File: config.mk
export PLATFORM = sky130hd
export DESIGN_NAME = lidar_packet_receiver
export DESIGN_NICKNAME = d
export VERILOG_FILES = /design/src/lpr_pkg.sv /design/src/lpr_judge.sv /design/src/lidar_packet_receiver.sv
export SDC_FILE = /design/constraint.sdc
export NUM_CORES = 1
export LEC_CHECK = 0
export ABC_AREA = 1
export ABC_CLOCK_PERIOD_IN_PS = 5200
export BUFFER_PORTS_ARGS = -buffer_cell sky130_fd_sc_hd__buf_2
export CAP_MARGIN = 20
export CELL_PAD_IN_SITES_DETAIL_PLACEMENT = 1
export CELL_PAD_IN_SITES_GLOBAL_PLACEMENT = 1
export CORE_UTILIZATION = 54
export DETAILED_ROUTE_END_ITERATION = 6
export GPL_TIMING_DRIVEN = 0
export PLACE_DENSITY_LB_ADDON = 0.1
export SKIP_LAST_GASP = 1
export SLEW_MARGIN = 20
export SYNTH_ARGS = -nofsm -noshare
export SYNTH_HDL_FRONTEND = slang
export SYNTH_SLANG_ARGS = --single-unit
File: constraint.sdc
create_clock -name aclk -period 5.2 [get_ports aclk]
set_input_delay 1.3 -clock aclk [delete_from_list [all_inputs] [get_ports aclk]]
set_output_delay 1.3 -clock aclk [all_outputs]
set_load 0.01 [all_outputs]
File: src/lpr_pkg.sv
// Shared constants, types and helpers for the lidar packet receiver.
package lpr_pkg;

    // Packet framing
    localparam int PACKET_BYTES = 22;
    localparam int POS_W        = 5;
    localparam int CHK_BYTES    = 20;
    localparam logic [POS_W-1:0] LAST_POS = POS_W'(PACKET_BYTES - 1);
    localparam logic [7:0] START_BYTE  = 8'hFA;
    localparam logic [7:0] INDEX_LOW   = 8'hA0;
    localparam logic [7:0] SECTOR_BASE = 8'd160;

    // Two packet banks: one filling, one being judged
    localparam int MEM_DEPTH = 2 * PACKET_BYTES;
    localparam int ADDR_W    = $clog2(MEM_DEPTH);

    // Checksum accumulator
    localparam int ACC_W  = 27;
    localparam int FOLD_W = 15;

    // Read-out sequence: index byte, four distance words, low checksum byte
    localparam int READS  = 10;
    localparam int STEP_W = 4;

    typedef enum logic [1:0] {
        ST_ACCEPTED     = 2'd0,
        ST_BAD_INDEX    = 2'd1,
        ST_BAD_CHECKSUM = 2'd2
    } status_t;

    // Byte write into the packet store
    typedef struct packed {
        logic              en;
        logic [ADDR_W-1:0] addr;
        logic [7:0]        data;
    } wr_port_t;

    // Completed packet handed to the judge
    typedef struct packed {
        logic             start;
        logic             bank;
        logic [ACC_W-1:0] acc;
        logic [7:0]       last_byte;
    } job_t;

    // Store address of a packet position in a bank
    function automatic logic [ADDR_W-1:0] bank_addr(input logic bank,
                                                    input logic [POS_W-1:0] pos);
        logic [ADDR_W-1:0] base;
        base = bank ? ADDR_W'(PACKET_BYTES) : '0;
        return ADDR_W'(pos) + base;
    endfunction

    // Packet position fetched at each read-out step
    function automatic logic [POS_W-1:0] read_pos(input logic [STEP_W-1:0] step);
        logic [POS_W-1:0] p;
        case (step)
            4'd0:    p = 5'd1;
            4'd1:    p = 5'd4;
            4'd2:    p = 5'd5;
            4'd3:    p = 5'd8;
            4'd4:    p = 5'd9;
            4'd5:    p = 5'd12;
            4'd6:    p = 5'd13;
            4'd7:    p = 5'd16;
            4'd8:    p = 5'd17;
            4'd9:    p = 5'd20;
            default: p = 5'd1;
        endcase
        return p;
    endfunction

endpackage

File: src/lpr_judge.sv
// Packet store, read-out sequencer and result register of the lidar receiver.
module lpr_judge
    import lpr_pkg::*;
(
    input  logic                aclk,
    input  logic                aresetn,
    input  wr_port_t            wr,
    input  job_t                job,
    output logic                busy,
    output logic                m_valid,
    input  logic                m_ready,
    output logic [1:0]          m_status,
    output logic [6:0]          m_sector_index,
    output logic [13:0]         m_dist_a,
    output logic [13:0]         m_dist_b,
    output logic [13:0]         m_dist_c,
    output logic [13:0]         m_dist_d,
    output logic [3:0]          m_invalid_mask,
    output logic [15:0]         m_accepted_count
);

    // Packet store: two banks of 22 bytes
    logic [7:0] mem [MEM_DEPTH];

    // Sequencer and job state
    logic              busy_reg, busy_next;
    logic              issue_reg, issue_next;
    logic [STEP_W-1:0] step_reg, step_next;
    logic              rd_valid_reg;
    logic [STEP_W-1:0] rd_step_reg;
    logic [7:0]        rd_data_reg;
    logic              done_reg, done_next;
    logic              bank_reg;
    logic [ACC_W-1:0]  acc_reg;
    logic [7:0]        last_reg;
    logic [7:0]        cap_reg [READS];

    // Result register
    logic              m_valid_reg, m_valid_next;
    logic [15:0]       total_reg, total_next;
    status_t           status_reg, status_c;
    logic [6:0]        sector_reg, sector_c;
    logic [13:0]       dist_reg [4];
    logic [13:0]       dist_c [4];
    logic [3:0]        mask_reg, mask_c;

    logic              load;
    logic [ADDR_W-1:0] rd_addr;

    // Store write and registered read; fill and read-out use opposite banks
    assign rd_addr = bank_addr(bank_reg, read_pos(step_reg));

    always_ff @(posedge aclk) begin
        if (wr.en) begin
            mem[wr.addr] <= wr.data;
        end
        if (issue_reg) begin
            rd_data_reg <= mem[rd_addr];
        end
    end

    // Sequencer next state
    always_comb begin
        busy_next  = busy_reg;
        issue_next = issue_reg;
        step_next  = step_reg;
        done_next  = done_reg;
        if (job.start) begin
            busy_next  = 1'b1;
            issue_next = 1'b1;
            step_next  = '0;
        end else if (issue_reg) begin
            step_next = step_reg + 1'b1;
            if (step_reg == STEP_W'(READS - 1)) begin
                issue_next = 1'b0;
            end
        end
        if (rd_valid_reg && rd_step_reg == STEP_W'(READS - 1)) begin
            done_next = 1'b1;
        end
        if (load) begin
            done_next = 1'b0;
            busy_next = 1'b0;
        end
    end

    always_ff @(posedge aclk) begin
        if (!aresetn) begin
            busy_reg     <= 1'b0;
            issue_reg    <= 1'b0;
            step_reg     <= '0;
            rd_valid_reg <= 1'b0;
            rd_step_reg  <= '0;
            done_reg     <= 1'b0;
        end else begin
            busy_reg     <= busy_next;
            issue_reg    <= issue_next;
            step_reg     <= step_next;
            rd_valid_reg <= issue_reg;
            rd_step_reg  <= step_reg;
            done_reg     <= done_next;
        end
    end

    // Job capture and read-data collection
    always_ff @(posedge aclk) begin
        if (job.start) begin
            bank_reg <= job.bank;
            acc_reg  <= job.acc;
            last_reg <= job.last_byte;
        end
        if (rd_valid_reg) begin
            cap_reg[rd_step_reg] <= rd_data_reg;
        end
    end

    // Packet judgment from the collected bytes
    always_comb begin
        logic [FOLD_W-1:0] folded;
        logic [15:0]       received;
        logic              idx_ok;
        logic [15:0]       w;
        folded   = FOLD_W'(acc_reg[FOLD_W-1:0] + FOLD_W'(acc_reg[ACC_W-1:FOLD_W]));
        received = {last_reg, cap_reg[READS-1]};
        idx_ok   = (cap_reg[0] >= INDEX_LOW) && (cap_reg[0] < START_BYTE);
        if (!idx_ok) begin
            status_c = ST_BAD_INDEX;
        end else if ({1'b0, folded} != received) begin
            status_c = ST_BAD_CHECKSUM;
        end else begin
            status_c = ST_ACCEPTED;
        end
        sector_c = (status_c == ST_BAD_INDEX) ? '0 : 7'(cap_reg[0] - SECTOR_BASE);
        mask_c   = '0;
        for (int n = 0; n < 4; n++) begin
            w = {cap_reg[2 + 2 * n], cap_reg[1 + 2 * n]};
            dist_c[n] = '0;
            if (status_c == ST_ACCEPTED) begin
                if (w[15]) begin
                    mask_c[n] = 1'b1;
                end else begin
                    dist_c[n] = w[13:0];
                end
            end
        end
    end

    // Output register
    assign load = done_reg && (!m_valid_reg || m_ready);

    always_comb begin
        m_valid_next = m_valid_reg;
        total_next   = total_reg;
        if (m_valid_reg && m_ready) begin
            m_valid_next = 1'b0;
        end
        if (load) begin
            m_valid_next = 1'b1;
            if (status_c == ST_ACCEPTED) begin
                total_next = total_reg + 16'd1;
            end
        end
    end

    always_ff @(posedge aclk) begin
        if (!aresetn) begin
            m_valid_reg <= 1'b0;
            total_reg   <= '0;
        end else begin
            m_valid_reg <= m_valid_next;
            total_reg   <= total_next;
        end
    end

    always_ff @(posedge aclk) begin
        if (load) begin
            status_reg <= status_c;
            sector_reg <= sector_c;
            dist_reg   <= dist_c;
            mask_reg   <= mask_c;
        end
    end

    assign busy             = busy_reg;
    assign m_valid          = m_valid_reg;
    assign m_status         = status_reg;
    assign m_sector_index   = sector_reg;
    assign m_dist_a         = dist_reg[0];
    assign m_dist_b         = dist_reg[1];
    assign m_dist_c         = dist_reg[2];
    assign m_dist_d         = dist_reg[3];
    assign m_invalid_mask   = mask_reg;
    assign m_accepted_count = total_reg;

endmodule

File: src/lidar_packet_receiver.sv
// Top level of the lidar packet receiver: byte framing and running checksum.
//
//   channel  direction  handshake          payload
//   s_       in         s_valid / s_ready  s_rx_byte (8)
//   m_       out        m_valid / m_ready  m_status, m_sector_index, m_dist_a..d,
//                                          m_invalid_mask, m_accepted_count
//
// One byte is taken per cycle while s_ready is high. Each byte is written into
// one bank of a two-bank packet store; the checksum is accumulated as the bytes
// pass. After the last byte that bank is read out, one byte a cycle over ten
// reads, while the other bank fills; then the result register loads when free.
// The last byte of a packet waits only while the previous packet's read-out
// or its result is still pending. aresetn (synchronous) returns to hunting.
module lidar_packet_receiver
    import lpr_pkg::*;
(
    input  logic        aclk,
    input  logic        aresetn,
    input  logic        s_valid,
    output logic        s_ready,
    input  logic [7:0]  s_rx_byte,
    output logic        m_valid,
    input  logic        m_ready,
    output logic [1:0]  m_status,
    output logic [6:0]  m_sector_index,
    output logic [13:0] m_dist_a,
    output logic [13:0] m_dist_b,
    output logic [13:0] m_dist_c,
    output logic [13:0] m_dist_d,
    output logic [3:0]  m_invalid_mask,
    output logic [15:0] m_accepted_count
);

    logic             in_packet_reg, in_packet_next;
    logic [POS_W-1:0] count_reg, count_next;
    logic [ACC_W-1:0] acc_reg, acc_next;
    logic [7:0]       low_hold_reg, low_hold_next;
    logic             bank_reg, bank_next;

    logic             busy;
    logic             take;
    logic [POS_W-1:0] pos;
    logic [ACC_W-1:0] acc_base;
    wr_port_t         wr;
    job_t             job;

    // Hold only the closing byte while the judge is still occupied
    assign s_ready = !(in_packet_reg && count_reg == LAST_POS && busy);
    assign take    = s_valid && s_ready && (in_packet_reg || s_rx_byte == START_BYTE);
    assign pos      = in_packet_reg ? count_reg : '0;
    assign acc_base = in_packet_reg ? acc_reg : '0;

    // Framing and checksum next state
    always_comb begin
        in_packet_next = in_packet_reg;
        count_next     = count_reg;
        acc_next       = acc_reg;
        low_hold_next  = low_hold_reg;
        bank_next      = bank_reg;
        wr.en          = take;
        wr.addr        = bank_addr(bank_reg, pos);
        wr.data        = s_rx_byte;
        job.start      = 1'b0;
        job.bank       = bank_reg;
        job.acc        = acc_reg;
        job.last_byte  = s_rx_byte;
        if (take) begin
            acc_next = acc_base;
            if (pos < POS_W'(CHK_BYTES)) begin
                if (!pos[0]) begin
                    low_hold_next = s_rx_byte;
                end else begin
                    acc_next = ACC_W'({acc_base, 1'b0} + ACC_W'({s_rx_byte, low_hold_reg}));
                end
            end
            if (pos == LAST_POS) begin
                in_packet_next = 1'b0;
                count_next     = '0;
                job.start      = 1'b1;
                bank_next      = !bank_reg;
            end else begin
                in_packet_next = 1'b1;
                count_next     = pos + 1'b1;
            end
        end
    end

    always_ff @(posedge aclk) begin
        if (!aresetn) begin
            in_packet_reg <= 1'b0;
            count_reg     <= '0;
            acc_reg       <= '0;
            low_hold_reg  <= '0;
            bank_reg      <= 1'b0;
        end else begin
            in_packet_reg <= in_packet_next;
            count_reg     <= count_next;
            acc_reg       <= acc_next;
            low_hold_reg  <= low_hold_next;
            bank_reg      <= bank_next;
        end
    end

    lpr_judge u_judge (
        .aclk             (aclk),
        .aresetn          (aresetn),
        .wr               (wr),
        .job              (job),
        .busy             (busy),
        .m_valid          (m_valid),
        .m_ready          (m_ready),
        .m_status         (m_status),
        .m_sector_index   (m_sector_index),
        .m_dist_a         (m_dist_a),
        .m_dist_b         (m_dist_b),
        .m_dist_c         (m_dist_c),
        .m_dist_d         (m_dist_d),
        .m_invalid_mask   (m_invalid_mask),
        .m_accepted_count (m_accepted_count)
    );

endmodule

# Word-level counts from Yosys, hierarchy flattened
# Memories as Yosys holds them, arrays and structs flattened. A register that Yosys moved wholly into a read port is not among the register bits.
# Cells that the tools add are included.
[totals]
mem_bits_rw = 432
mem_bits_ro = 64
wordCells = 98
n_memories = 3
output_inout_bits = 87
register_bits = 176
[memory_table]
columns = ["name", "words", "width", "rd", "rd_clocked_by_memory_dff", "wr", "line", "source"]
rows = [
  ["u_judge.mem", 44, 8, 1, 1, 1, "lpr_judge.sv:23", "logic [7:0] mem [MEM_DEPTH];"],
  ["u_judge.cap_reg", 10, 8, 10, 4, 1, "lpr_judge.sv:36", "logic [7:0] cap_reg [READS];"],
  ["(name not given)", 16, 4, 1, 1, 0, "lpr_pkg.sv:57", "case (step)"],
]
[op_classes]
reduce_logical = 24
n_lt_le_gt_ge = 3
bitwise = 3
n_addsub = 8
n_eq_ne = 7
mux = 27
[op_table]
columns = ["op", "n"]
rows = [
  ["$mux 27", 3],
  ["$add 27x16->27", 1],
  ["$mux 5", 4],
  ["$add 16x1->16 const B", 1],
  ["$mux 1", 16],
  ["$ne 15x16->1", 1],
  ["$add 15x12->15", 1],
  ["$reduce_or 2->1", 6],
  ["$eq 5x5->1 const B", 2],
  ["$eq 4x4->1 const B", 2],
  ["$eq 8x8->1 const B", 1],
  ["$ge 8x8->1 const B", 1],
  ["$logic_and 1x1->1", 8],
  ["$lt 8x8->1 const B", 1],
  ["$mux 4", 2],
  ["$sub 7x6->7 const B", 1],
  ["$add 5x5->6", 1],
  ["$add 5x6->6", 1],
  ["$add 5x1->5 const B", 1],
  ["$lt 5x5->1 const B", 1],
  ["$add 4x1->4 const B", 1],
  ["$mux 2", 2],
  ["$reduce_and 2->1", 2],
  ["$logic_not 1->1", 3],
  ["6 further kinds", 9],
]

# Depth between registers and ports, before layout
# Gate-level depths: netlist of the first run.
[depth]
ltp_word = 9
depth_mapped = 19
ltp_nobuf = 17

# Modules after synthesis
# A second synthesis of the first run with hierarchy kept.
[unflattened]
cells_unflattened = 2533
hier_area_um2 = 26771.9
[modules_own_cells]
columns = ["mod", "area_each_um2", "seq_area_each_um2", "n_inst", "cells_each"]
rows = [
  ["lpr_judge", 23065.9, 16906.2, 1, 1906],
  ["lidar_packet_receiver", 3706.1, 840.8, 1, 627],
]

# Worst setup path after synthesis of the first run
# OpenSTA, ideal clock, no wires.
[synth_path]
path_kind = "in2reg"
start = "input port m_ready"
end = "register u_judge.total_reg[14] (netlist: u_judge.m_accepted_count[14])"
required_time_ps = 5087
arrival_time_ps = 3786
cell_stages = 11
n_path_buf = 0
setup_slack_ps = 1301
cell_sequence = "inv_1 nand2_1 nand2_1 inv_1 nand2_1 inv_1 nand2_1 nor3_1 nand4_1 nor2_1 nor2_1"
[synth_via]
elab_chain_cells = 3
[synth_lines]
columns = ["element", "line", "source"]
rows = [
  ["start, declared", "lidar_packet_receiver.sv:23", "input logic m_ready,"],
  ["$logic_or 1x1->1", "lpr_judge.sv:149", "assign load = done_reg && (!m_valid_reg || m_ready);"],
  ["$logic_and 1x1->1", "lpr_judge.sv:149", ""],
  ["named net u_judge.load", "lpr_judge.sv:47", "logic load;"],
  ["$reduce_and 2->1 (no line)", "--", ""],
  ["end signal, assigned", "lpr_judge.sv:171", "total_reg <= total_next;"],
  ["end, declared", "lpr_judge.sv:40", "logic [15:0] total_reg, total_next;"],
]
# The timed path passes the listed nets, and every way through them passes these cells.
# A chain may end at the register's enable or synchronous reset.

# Worst setup path after layout of the first run
[layout_path]
start = "input port s_rx_byte[7]"
end = "memory u_judge.mem[24][5] (enable)"
[layout_via]
elab_chain_cells = 5
[layout_lines]
columns = ["element", "line", "source"]
rows = [
  ["start, declared", "lidar_packet_receiver.sv:21", "input logic [7:0] s_rx_byte,"],
  ["$eq 8x8->1", "lidar_packet_receiver.sv:49", "assign take = s_valid && s_ready && (in_packet_reg || s_rx_byte == START_BYTE);"],
  ["$logic_or 1x1->1", "lidar_packet_receiver.sv:49", ""],
  ["$logic_and 1x1->1", "lidar_packet_receiver.sv:49", ""],
  ["$mux 1", "lpr_judge.sv:54", "if (wr.en) begin"],
  ["$mux 1 (not written as such)", "lpr_judge.sv:55", "mem[wr.addr] <= wr.data;"],
  ["end, declared", "lpr_judge.sv:23", ""],
]
# No other way between the ends.

==> results of run 1 <==
==> power breakdown <==
| group | leakage [nW] | internal (mW) | switching, mW |
|---|---|---|---|
| sequential | 5.61 | 5.35 | 0.00167 |
| combinational | 4.49 | 0.0123 | 0.0900 |
| clock | 1.06 | 2.73 | 1.97 |
| total | 11.1 | 8.09 | 2.06 |
==> cells by family (layout without fill, tap and decap cells) <==
logic type / after synthesis / after routing / share of synthesized area, %
XOR/XNOR: 26 / 26 / 0.870
AND/OR/NAND/NOR: 848 / 848 / 13.7
AO/OA/AOI/OAI: 497 / 497 / 10.4
adder cells (fa/ha/maj): 46 / 46 / 2.29
flip-flops: 616 / 616 / 67.8
buffers and inverters: 335 / 552 / 4.95
==> metal layers <==
layer  up-vias  global-route usage [%]  share of wire (%)
li1       8603                       -                  -
met1      9542                    40.9                 39
met2       895                    56.0                 49
met3       223                    5.69                7.0
met4         0                    15.7                4.8
met5         -                       0                  0
==> worst paths after layout <==
path,start,endpoint,cells past startpoint
worst min register to register,low_hold_reg[7],low_hold_reg[7],2
worst max-delay path,s_rx_byte[7],u_judge.mem[24][5],9
worst min-delay path,low_hold_reg[7],low_hold_reg[7],2
worst max register to register,in_packet_reg,u_judge.mem[23][0],12
==> Yosys cell counts, types with 2 or more instances <==
cell        n
a21oi_1    99
a31o_2      2
a31oi_1    11
and2_1      3
buf_1       2
buf_2       3
buf_6       4
clkbuf_1   92
dfxtp_1    75
edfxtp_1  541
fa_1        3
ha_1       43
inv_1     232
nand2_1   276
nand2_2     2
nand2_4     5
nand3_1    65
nand3_2     2
nand3b_1    7
nand4_1    30
nor2_1    396
nor2_2     36
nor3_1     15
nor4_1      3
o211ai_1    3
o21a_1      2
o21ai_0   261
o21bai_1    4
o221ai_1    9
o22ai_1    95
o311ai_0    2
o31ai_1     3
o32ai_1     2
or2_2       7
xnor2_1    13
xor2_1     13
==> stage by stage <==
| step | instance area, um^2 | setup WS, ns | hold WS, ns |
|---|---|---|---|
| floorplan | 26200 | 1.30 | 0.425 |
| global placement | 27400 | 0.0116 | 0.451 |
| detailed placement | 27400 | -0.168 | 0.462 |
| CTS | 29600 | 0.445 | 0.471 |
| global route | 29600 | 0.340 | 0.485 |
| finish | 29600 | 0.382 | 0.472 |
==> critical path, delay by kind of cell <==
family | cells | cell delay, ns
buffers and inverters | 2 | 1.10
AO/OA/AOI/OAI | 1 | 0.20
AND/OR/NAND/NOR | 6 | 2.40
==> final cells by class <==
| cell class | instances | area [um^2] |
|---|---|---|
| fillers | 5007 | 18100 |
| flip-flops and latches | 616 | 17700 |
| multi-input cells | 1417 | 7120 |
| clock buffers | 92 | 1950 |
| inverters | 234 | 886 |
| well taps | 615 | 769 |
| repair buffers | 98 | 531 |
| plain buffers | 101 | 413 |
| clock inverters | 27 | 216 |
==> flow_summary.toml, run 1 <==
[global_route]
antenna_found_initial = 1
grt_start_max_net_pins = 68
first_global_vias = 20100
track_usage_pct = 32.9
overflow = 0
grt_pass1_wl_um = 120000

[clock_tree]
cts_sinks = 616
hold_buffers = 0
cts_max_level = 3
ctsLongestPathBuffers = 3
clk_latency_ns = 0.62
numCtsBuffers = 67
clkTransAtPathRegs_ns = 0.06
ctsResizeCount = 0
cts_tree = "built"
postCtsSetupBuffers = 0
root_buffer = "clkbuf_16"

[critical_path]
worst_ep_arrival_time_ns = 5.03
cp.required_ns = 5.41
critical-path-slowest-cell = "nor2_1"
worstPathCellList = "buf_2, nand3_1, o21ai_0, nand2_1, nor2_2, inv_1, nor2_1, nand2_1, nor2_1"
reg2reg_slack_ns = 0.80
critPathMaxStageDelay_ns = 1.05
critPathMaxFanout = 48
crit_type = "in -> reg"
worst_setup_path_start_kind = "primary input"
end_kind = "register"

[placed_design]
hpwl_um = 53800
port-buffer-count = 97
place_inst = 3081
gp_congestion = 0.937

[synth]
synth_warnings = 0
synth_top_area_share_pct = 62.1
synth_area_leaders = "edfxtp_1 62%, dfxtp_1 5.7%, nor2_1 5.7%"
synthArstFlopShare_pct = 0
syn-num-nets = 2426
synthCells = 2368
synth_flop_cell = "edfxtp_1"
syn_area_um2 = 26200
ys_seq_area_share_pct = 67.8
ys_seq_elements = 616
avgSynthCellArea_um2 = 11.0
synth_edf_count = 541
synthDistinctLibCells = 43
yosysTopAreaCell = "edfxtp_1"

[die]
row_count = 80
start_util_pct = 54.8
die_area_um2 = 49300
die_y_um = 222
die_w_um = 222
ios = 99
core_um2 = 47700

[sta]
rsz0062_at_grt = "no"
max_slew_margin_pct = 15.5
timing.final.crit_period_ns = 4.82
period_share_pct = 92.6
slew_violations = 0
clock_skew_ns = 0.0230
finalHoldViolations = 0
worst_pin_slew_ns = 1.26
fmax_mhz = 208
finalSetupViolCount = 0
setup_tns_ns = 0

[detailed_routing]
first_pass_iters = 5
ant_nets = 0
vias_per_cell = 6.02
drcViolationCount = 0
vias = 19300
wl_um = 80300
drt_iter0_markers = 1805
post_drt_wl_per_cell_um = 25.1

[power]
irDropWorstVdd_uv = 344
pwr_density_cell_nw_per_um2 = 342
p_total_mw = 10.1
p_leak_nw = 11.1

[flow_run]
maxCapViolCount = 0

[final_layout]
diodes = 0
area_delta_synth_final_pct = 13.3
final_nets = 2593
postLayoutCoreUtil_pct = 62.1
final_common_cell = "edfxtp_1"
final-instance-count-excl-fill = 3200
largest_reg_flops = 352
final_cell_mix = "541 x edfxtp_1, 394 x nor2_1, 276 x nand2_1"
drive_gt1_share_pct = 10.0

[worst_hold_path]
hold_class = "reg -> reg"

[status]
status = "finished, final reports clean"
Power figures use the tool's default switching activity.
==> run 2, diff against run 1 <==
- REMOVE_ABC_BUFFERS: unset -> 1
==> run 2 against run 1 <==
Against the previous run: count of clock-buffer cells in the layout shrank 8; hold slack worse by 0.013 ns; sequential share of layout area increased by 0.50 points; global-route usage shrank 3.6 points; critical path depth is 1 higher; die area unchanged; maximum frequency is 1.2% lower; sequential power about the same; critical path type unchanged; register-to-register slack worse by 0.16 ns; via count is 4.1% lower.
==> flow_summary.toml, run 2 (synthesized netlist as in run 1, its figures left out) <==
[global_route]
first_global_vias = 19400
overflow = 0
track_usage_pct = 29.3
grt_pass1_wl_um = 111000
grt_start_max_net_pins = 145
antenna_found_initial = 1

[die]
core_um2 = 47700
die_w_um = 222
die_y_um = 222
ios = 99
row_count = 80
start_util_pct = 54.8
die_area_um2 = 49300

[clock_tree]
clkTransAtPathRegs_ns = 0.06
cts_max_level = 2
ctsResizeCount = 0
ctsLongestPathBuffers = 3
hold_buffers = 0
cts_sinks = 616
clk_latency_ns = 0.64
postCtsSetupBuffers = 0
cts_tree = "built"
numCtsBuffers = 61
root_buffer = "clkbuf_16"

[sta]
clock_skew_ns = 0.0234
fmax_mhz = 205
period_share_pct = 93.8
finalSetupViolCount = 0
timing.final.crit_period_ns = 4.88
slew_violations = 0
finalHoldViolations = 0
worst_pin_slew_ns = 1.15
max_slew_margin_pct = 23.6
rsz0062_at_grt = "no"

[status]
status = "finished, final reports clean"

[final_layout]
area_delta_synth_final_pct = 12.4
drive_gt1_share_pct = 11.0
final_nets = 2499
final_common_cell = "edfxtp_1"
diodes = 0
postLayoutCoreUtil_pct = 61.6
fillers = 4898
largest_reg_flops = 352
final_cell_mix = "541 x edfxtp_1, 389 x nor2_1, 276 x nand2_1"
finalInstanceArea_um2 = 29400

[detailed_routing]
vias = 18500
drt_iter0_markers = 1371
post_drt_wl_per_cell_um = 23.1
drcViolationCount = 0
ant_nets = 0
vias_per_cell = 5.94
wl_um = 71900
first_pass_iters = 5

[flow_run]
maxCapViolCount = 0

[power]
p_leak_nw = 11.0
pwr_density_cell_nw_per_um2 = 336
irDropWorstVdd_uv = 282

[critical_path]
worst_setup_path_start_kind = "primary input"
crit_family = "simple AND/OR/NAND/NOR gates"
critPathMaxStageDelay_ns = 0.81
cp_common_cell = "nor2_1"
critical-path-slowest-cell = "nor2_1"
worst_ep_arrival_time_ns = 5.13
crit_type = "in -> reg"
end_kind = "register"
cp.required_ns = 5.45
critPathMaxFanout = 48
path_buf_inv = 2
worstPathCellList = "buf_2, nor2_1, nand3_1, o21ai_0, nand2_1, nor2_2, inv_1, nor2_1, nand2_1, nor2_1"

[placed_design]
port-buffer-count = 98
hpwl_um = 45400
placedInstanceArea_um2 = 27300
gp_congestion = 0.814

[worst_hold_path]
hold_class = "reg -> reg"
## run 2: power breakdown
| group | internal [mW] | switching, mW | leakage (nW) |
|---|---|---|---|
| clock network | 2.54 | 1.89 | 0.986 |
| registers | 5.35 | 0.00245 | 5.61 |
| logic | 0.0134 | 0.0845 | 4.45 |
## run 2: final timing paths
check	start	endpoint	slack (ns)	cells after the start
worst max-delay path	s_rx_byte[0]	u_judge.mem[26][0]	0.32	10
worst min-delay path	acc_reg[14]	u_judge.acc_reg[14]	0.46	0
worst max register to register	in_packet_reg	register	0.64	13
worst min register to register	acc_reg[14]	u_judge.acc_reg[14]	0.46	0
## run 2: layout make-up
| type | count | area [um^2] | share of cell area [%] |
|---|---|---|---|
| clock buffer | 84 | 1700 | 5.79 |
| clock inverter | 31 | 322 | 1.09 |
| inverter | 234 | 896 | 3.05 |
| multi-input combinational | 1417 | 7160 | 24.4 |
| sequential | 616 | 17800 | 60.4 |
| tap | 615 | 769 | 2.62 |
| timing repair buffer | 111 | 793 | 2.70 |
## run 2: per-layer routing
metal | routed length, um | global-route usage [%] | vias to the layer above
met5 | 13 | 0 | -
met4 | 2250 | 11.1 | 2
met3 | 4150 | 3.75 | 148
met2 | 36300 | 51.2 | 639
met1 | 29100 | 37.3 | 9272
li1 | - | - | 8413
## run 2: through the flow
step | setup slack (ns) | hold WS (ns) | TNS, ns | instances | total power, mW
2_1_floorplan | -1.92 | 0.425 | -14.98 | 2267 | 5.47
4_1_cts | 0.00414 | 0.462 | 0 | 3107 | 9.92
5_1_grt | 0.0633 | 0.478 | 0 | 3108 | 10.1
3_5_place_dp | -0.650 | 0.445 | -90.29 | 2992 | 5.55
3_3_place_gp | -7.66 | 0.439 | -134.92 | 2980 | 5.54
6_report | 0.325 | 0.458 | 0 | 3108 | 9.88
## run 2: worst register-to-register path: stages (launching register included)
cell     delay (ns)
dfxtp_2        0.84
nand2_1        0.85
inv_1          0.77
ha_1           0.29
nand3_1        0.11
inv_1          0.12
nand2_1        0.13
nand2_1        0.30
inv_1          0.13
nand2_1        0.18
inv_1          0.10
ha_1           0.29
a22oi_1        0.24
inv_1          0.09
